===== config.mk =====
export PLATFORM = sky130hd
export DESIGN_NAME = kmt_cell
export DESIGN_NICKNAME = d
export VERILOG_FILES = /design/src/hdl/kmt_pkg.sv /design/src/hdl/kmt_cell.sv
export SDC_FILE = /design/constraint.sdc
export NUM_CORES = 1
export LEC_CHECK = 0
export ABC_AREA = 1
export BUFFER_PORTS_ARGS = -buffer_cell sky130_fd_sc_hd__buf_4
export CORE_MARGIN = 2
export CORE_UTILIZATION = 44
export CTS_CLUSTER_SIZE = 30
export DETAILED_ROUTE_END_ITERATION = 6
export GPL_ROUTABILITY_DRIVEN = 0
export GPL_TIMING_DRIVEN = 0
export PLACE_DENSITY = 0.84
export SYNTH_ARGS = -nofsm -noshare
export SYNTH_HDL_FRONTEND = slang
export SYNTH_SLANG_ARGS = --single-unit

===== constraint.sdc =====
create_clock -name i_clk -period 0.8 [get_ports i_clk]
set_input_delay 0.04 -clock i_clk [delete_from_list [all_inputs] [get_ports i_clk]]
set_output_delay 0.04 -clock i_clk [all_outputs]
set_load 0.02 [all_outputs]

===== src/hdl/kmt_pkg.sv =====
// shared widths, operation codes and result status codes of the marker table
`default_nettype none

package kmt_pkg;

    localparam int KEY_W    = 16;
    localparam int POS_W    = 32;
    localparam int STATUS_W = 3;
    localparam int SLOT_W   = 6;
    localparam int LARGE_W  = 17;

    typedef logic [1:0]          t_mode;
    typedef logic [STATUS_W-1:0] t_status;

    localparam t_mode MODE_INSERT = 2'd0;
    localparam t_mode MODE_FRAME  = 2'd1;
    localparam t_mode MODE_TRACK  = 2'd2;
    localparam t_mode MODE_MAX    = 2'd3;

    localparam t_status STATUS_UPDATED  = 3'd0;
    localparam t_status STATUS_APPENDED = 3'd1;
    localparam t_status STATUS_REJECTED = 3'd2;
    localparam t_status STATUS_MATCH    = 3'd3;
    localparam t_status STATUS_NONE     = 3'd4;

endpackage

`default_nettype wire


===== src/hdl/kmt_cell.sv =====
// one table cell: holds one entry and takes its neighbor's entry on each shift
`default_nettype none

module kmt_cell #(
    parameter int KW = 16
) (
    input  wire logic                              i_clk,
    input  wire logic                              i_shift,
    input  wire logic [2*KW+2*kmt_pkg::POS_W-1:0]  i_data,
    output logic      [2*KW+2*kmt_pkg::POS_W-1:0]  o_data
);

    logic [2*KW+2*kmt_pkg::POS_W-1:0] r_entry;

    always_ff @(posedge i_clk) begin
        if (i_shift) begin
            r_entry <= i_data;
        end
    end

    assign o_data = r_entry;

endmodule

`default_nettype wire


==> results of run 1 <==
==> cells in the final DEF, fill, tap and decap left out <==
| cell type | netlist | routed |
|---|---|---|
| sky130_fd_sc_hd__buf_6 | 0 | 97 |
| sky130_fd_sc_hd__dlygate4sd3_1 | 0 | 96 |
| sky130_fd_sc_hd__buf_4 | 0 | 96 |
| sky130_fd_sc_hd__edfxtp_1 | 96 | 96 |
| sky130_fd_sc_hd__clkbuf_8 | 0 | 9 |
| sky130_fd_sc_hd__clkinv_2 | 0 | 3 |
| sky130_fd_sc_hd__clkinv_1 | 0 | 2 |
| sky130_fd_sc_hd__diode_2 | 0 | 1 |
| sky130_fd_sc_hd__clkinv_4 | 0 | 1 |
| sky130_fd_sc_hd__clkinvlp_4 | 0 | 1 |
==> synthesized netlist by cell type, drive strengths merged <==
master   n
edfxtp  96
==> logic make-up after synthesis <==
kind of cell	synth area share
DFF	1.00
==> where the power goes <==
group          internal, uW  total, uW  switching, uW  leakage [uW]
registers              5990       6230            236      0.000940
clock network          1100       2860           1760     0.0000838
logic                  1290       2290           1000       0.00145
==> through the flow <==
step,instance area (um^2),hold slack [ns]
2_1_floorplan,2880,0.139
3_3_place_gp,4430,0.218
3_5_place_dp,4430,0.219
4_1_cts,5900,0.303
5_1_grt,5920,0.282
6_report,5920,0.258
==> layer usage <==
metal	wire length, um	global-route usage	vias to the layer above
met5	0	0	-
met4	482	0.114	0
met3	948	0.0992	32
met2	6620	0.551	164
met1	3860	0.301	1120
li1	-	-	990
==> worst max path at each step <==
stage,start,to,slack [ns]
6_report,o_data[49],o_data[49],-0.22
5_1_grt,o_data[86],o_data[86],-0.24
4_1_cts,o_data[45],o_data[45],-0.17
3_5_place_dp,i_shift,o_data[45],-0.55
3_3_place_gp,i_shift,o_data[10],-0.49
2_1_floorplan,o_data[0],o_data[0],0.31
==> cell type report <==
| type | count | share of cell area |
|---|---|---|
| diodes | 1 | 0.000423 |
| clock buffers | 9 | 0.0209 |
| clock inverters | 7 | 0.00655 |
| flip-flops and latches | 96 | 0.487 |
| well taps | 77 | 0.0163 |
| repair buffers | 289 | 0.469 |
==> timing repair <==
| item | CTS | global route |
|---|---|---|
| resized for setup | 93 | 4 |
| hold buffers | 96 | 0 |
| setup endpoints to repair | 192 | 96 |
| hold endpoints to repair | 96 | 0 |
| pin swaps | 0 | 0 |
==> flow_summary_export.csv, run 1 <==
group,metric,value,unit
run_status,outcome,"finished with violations",
placement,placement.setup.worst_slack,-0.548,ns
setup_path,cp-start-kind,"register",
clocking,clock-root-buffer,"sky130_fd_sc_hd__clkbuf_8",
layout,number_of_standard_cells_in_the_final_layout_excluding_fillers,479,
floorplanning,initial_utilization,0.454,
setup_path,worstPathArrival,0.98,ns
layout,num-fill-cells,175,
flow_run,max-cap-violations,0,
logic_synthesis,synth_area_leaders,"sky130_fd_sc_hd__edfxtp_1 100%",
floorplanning,die_w,84.9,um
clocking,clk_pin_slew_worst_paths,0.10,ns
logic_synthesis,synth_cell_type_count,1,
setup_path,critical_path_cell_count,1,
floorplanning,row_count,29,
logic_synthesis,synth_sequential_area_ratio,1.00,
detailed_routing,via_count,2306,
logic_synthesis,synth_nets,194,
pwr,design_power_total,11400,uW
setup_path,worst-setup-path-type,"reg2out",
setup_path,setup_crit_end_kind,"primary output",
detailed_routing,initialDrtViolationCount,174,
floorplanning,io-pin-count,194,
clocking,ctsLongestPathBuffers,2,
setup_path,worst-path-buf-inv,1,
setup_path,max_stage_delay,0.45,ns
hold_path,hp-start,"i_shift",
logic_synthesis,yosysTopAreaCellShare,1.00,
global_routing,grt_pass1_wl,15100,um
pwr,vdd_ir_drop_max,1.98,mV
clocking,cts_htree_levels,3,
layout,num-nets-final,494,
clocking,cts_tree,"built",
layout,largest_register_ff_count,96,
logic_synthesis,syn-mean-instance-area,30.0,um^2
placement,post-place-cells,366,
hold_path,whs_endpoint,"o_data[38]",
pwr,static-leakage-power,0.00247,uW
logic_synthesis,synth_seq_cells,96,
sta,finalSetupTns,-15.03,ns
logic_synthesis,syn-cell-area,2880,um^2
setup_path,critPathMaxFanout,1,
global_routing,grt_remaining_overflow,0,
sta,slew_headroom,0.424,
global_routing,grt_antenna_before_repair,1,
sta,timing.final.crit_period,1.02,ns
sta,timing.final.ws_setup,-0.219,ns
clocking,clock-sinks,96,
sta,slew_violations,0,
layout,num-multi-input-gates,0,
logic_synthesis,synth.largest_area_cell,"sky130_fd_sc_hd__edfxtp_1",
sta,max_freq,981,MHz
setup_path,critPathSlowestCell,"sky130_fd_sc_hd__edfxtp_1",
floorplanning,fp.dieH,84.9,um
setup_path,cp.required,0.76,ns
sta,grt_setup_unrepaired,"yes",
sta,final-hold-violation-count,0,
layout,final_layout_size_suffix_gt1_frac,0.516,
layout,layout_overhead_on_the_synthesized_area,105,%
hold_path,timing.hold.worst_path_depth,1,
sta,timing.final.setup_violations,96,
floorplanning,die_ar,7210,um^2
pwr,power_density,1920,nW/um^2
detailed_routing,drt_wl_total,11900,um
detailed_routing,detail_route.wl_per_cell,24.9,um
logic_synthesis,yosys_warnings,0,
global_routing,number_of_global_route_vias_before_repair,2614,
sta,tightest_slew,0.864,ns
global_routing,global_route_total_usage_across_every_layer,0.295,
clocking,post-cts-setup-buffers,0,
floorplanning,placeableCoreArea,6350,um^2
layout,register_area,2880,um^2
logic_synthesis,synth_cells,96,
hold_path,holdCritPathClass,"in2reg",
layout,final_core_util,0.932,
run_status,violated_checks,"setup timing",
detailed_routing,final_antenna_net_count,0,
placement,port_buffers,193,
layout,multi_input_area,0,um^2
sta,final.period_utilization,1.27,
setup_path,worstPathCellList,"buf_6",
detailed_routing,firstDrtPassIters,4,
detailed_routing,drt_drc_violations_left,0,
global_routing,grt_max_degree,97,
detailed_routing,routed_via_density,4.81,
clocking,tritoncts.num_buffers,9,
setup_path,path_delay_family,"flip-flops",
(Power assumes the default switching activity.)
==> run 2: changes to the inputs <==
Settings changed: BUFFER_PORTS_ARGS -buffer_cell sky130_fd_sc_hd__buf_4 to -buffer_cell sky130_fd_sc_hd__buf_2.
==> run 2 against run 1 <==
- the flow still finishes with violations (setup timing)
- die area unchanged
- final cell count increased by 0.21%
- setup slack gained 0.039 ns
- final area decreased by 5.9%
- largest cell class unchanged
==> flow_summary_export.csv, run 2 (synthesis results as in run 1) <==
group,metric,value,unit
layout,commonest_cells_after_routing_fill_and_taps_aside,"122 x sky130_fd_sc_hd__buf_2, 96 x sky130_fd_sc_hd__dlygate4sd3_1, 96 x sky130_fd_sc_hd__edfxtp_1, 71 x sky130_fd_sc_hd__buf_6, 9 x sky130_fd_sc_hd__clkbuf_8",
pwr,power_density,2000,nW/um^2
hold_path,holdCritPathClass,"in2reg",
floorplanning,die_ar,7210,um^2
pwr,combinationalPowerShare,0.178,
layout,layout_overhead_on_the_synthesized_area,93.1,%
floorplanning,row_count,29,
clocking,tritoncts.num_buffers,9,
run_status,violated_checks,"setup timing",
clocking,ctsLongestPathBuffers,2,
pwr,intPower,8450,uW
layout,multi_input_area,0,um^2
setup_path,max_stage_delay,0.44,ns
setup_path,worstPathArrival,0.94,ns
flow_run,max-cap-violations,0,
setup_path,worst-setup-path-type,"reg2out",
floorplanning,initial_utilization,0.454,
global_routing,groute.layer.met1.usage,0.243,
floorplanning,placeableCoreArea,6350,um^2
layout,final_layout_size_suffix_gt1_frac,0.512,
clocking,clk_pin_slew_worst_paths,0.09,ns
floorplanning,fp.dieH,84.9,um
setup_path,critPathSlowestCell,"sky130_fd_sc_hd__edfxtp_1",
pwr,switching_share,0.242,
clocking,clock-root-buffer,"sky130_fd_sc_hd__clkbuf_8",
setup_path,setup_crit_end_kind,"primary output",
sta,grt_setup_unrepaired,"yes",
global_routing,grt_remaining_overflow,0,
sta,timing.final.ws_setup,-0.180,ns
layout,num-multi-input-gates,0,
detailed_routing,final_antenna_net_count,0,
sta,max_freq,1020,MHz
detailed_routing,detail_route.wl_per_cell,20.1,um
pwr,share_clk_of_total_power,0.269,
global_routing,groute.layer.met3.usage,0.0730,
layout,largest_register_ff_count,96,
setup_path,worst-path-buf-inv,1,
clocking,cts_htree_levels,3,
global_routing,number_of_global_route_vias_before_repair,2356,
run_status,outcome,"finished with violations",
sta,tightest_slew,0.394,ns
sta,timing.final.crit_period,0.980,ns
sta,timing.final.setup_violations,96,
placement,port_buffers,193,
pwr,static-leakage-power,0.00236,uW
global_routing,grt_max_degree,58,
detailed_routing,drt_wl_total,9630,um
global_routing,global_route.usage.met2,0.415,
floorplanning,die_w,84.9,um
detailed_routing,initialDrtViolationCount,96,
global_routing,global_route_total_usage_across_every_layer,0.233,
clocking,post-cts-setup-buffers,0,
global_routing,grt_most_used_layer,"met2",
setup_path,cp.required,0.76,ns
layout,num-nets-final,495,
global_routing,grt_pass1_wl,12200,um
setup_path,cp-start-kind,"register",
placement,placement.setup.worst_slack,-0.374,ns
pwr,power.sequential.fraction,0.553,
setup_path,path_delay_family,"flip-flops",
detailed_routing,via_count,2260,
detailed_routing,routed_via_density,4.71,
sta,slew_headroom,0.737,
floorplanning,io-pin-count,194,
setup_path,worstPathCellList,"buf_6",
pwr,switchingPower,2710,uW
pwr,vdd_ir_drop_max,1.46,mV
sta,final-hold-violation-count,0,
clocking,clock-sinks,96,
detailed_routing,firstDrtPassIters,4,
layout,most_common_cell_after_layout_fill_and_taps_aside,"sky130_fd_sc_hd__buf_2",
sta,final.period_utilization,1.23,
setup_path,critPathMaxFanout,1,
detailed_routing,drt_drc_violations_left,0,
sta,slew_violations,0,
placement,hpwl,4460,um
layout,final_core_util,0.877,
global_routing,grt_antenna_before_repair,1,
clocking,cts_tree,"built",
run 2: cell types whose count changed in the layout (fill, tap and decap cells not counted):
cell,before,now
sky130_fd_sc_hd__buf_4,96,0
sky130_fd_sc_hd__buf_2,0,122
sky130_fd_sc_hd__bufinv_16,0,1
sky130_fd_sc_hd__clkinv_2,3,0
sky130_fd_sc_hd__clkinvlp_4,1,0
sky130_fd_sc_hd__buf_16,0,1
sky130_fd_sc_hd__clkinv_1,2,4
sky130_fd_sc_hd__clkinv_4,1,2
sky130_fd_sc_hd__buf_6,97,71
run 2: through the flow:
| stage | power [uW] | setup TNS [ns] | hold WS, ns | cell area [um^2] | cells |
|---|---|---|---|---|---|
| floorplan | 6710 | 0 | 0.139 | 2880 | 96 |
| global placement | 7360 | -104.38 | 0.216 | 3950 | 366 |
| detailed placement | 7410 | -23.63 | 0.218 | 3980 | 367 |
| CTS | 10900 | -13.27 | 0.187 | 5290 | 479 |
| global route | 11500 | -16.08 | 0.0995 | 5570 | 480 |
| finish | 11200 | -12.25 | 0.110 | 5570 | 480 |
run 2: cell type report:
class | instances | area, um^2
Antenna cell | 1 | 2.50
Clock buffer | 9 | 124
Clock inverter | 7 | 62.6
Fill cell | 266 | 783
Sequential cell | 96 | 2880
Tap cell | 77 | 96.3
Timing Repair Buffer | 290 | 2400
run 2: layer usage:
metal / up-vias / wire length (um)
met3: 29 / 745
met2: 151 / 5390
li1: 995 / -
met1: 1085 / 3170
met4: 0 / 326
met5: - / 0
run 2: power by group through the flow:
stage	registers (uW)	clock network, uW	logic (uW)
6_report	6170	3000	1990
5_1_grt	6200	3260	2070
3_5_place_dp	6180	0	1240
4_1_cts	6090	3050	1720
3_3_place_gp	6170	0	1190
2_1_floorplan	6710	0	0
run 2: final timing paths:
check | from | endpoint | slack, ns | cells after the start
max | o_data[41] | o_data[41] | -0.18 | 1
min | i_shift | o_data[38] | 0.11 | 1
run 2: what timing repair did:
item	4_1_cts	5_1_grt
hold buffers	96	0
resized for setup	52	89
setup endpoints to repair	96	153
hold endpoints to repair	96	0
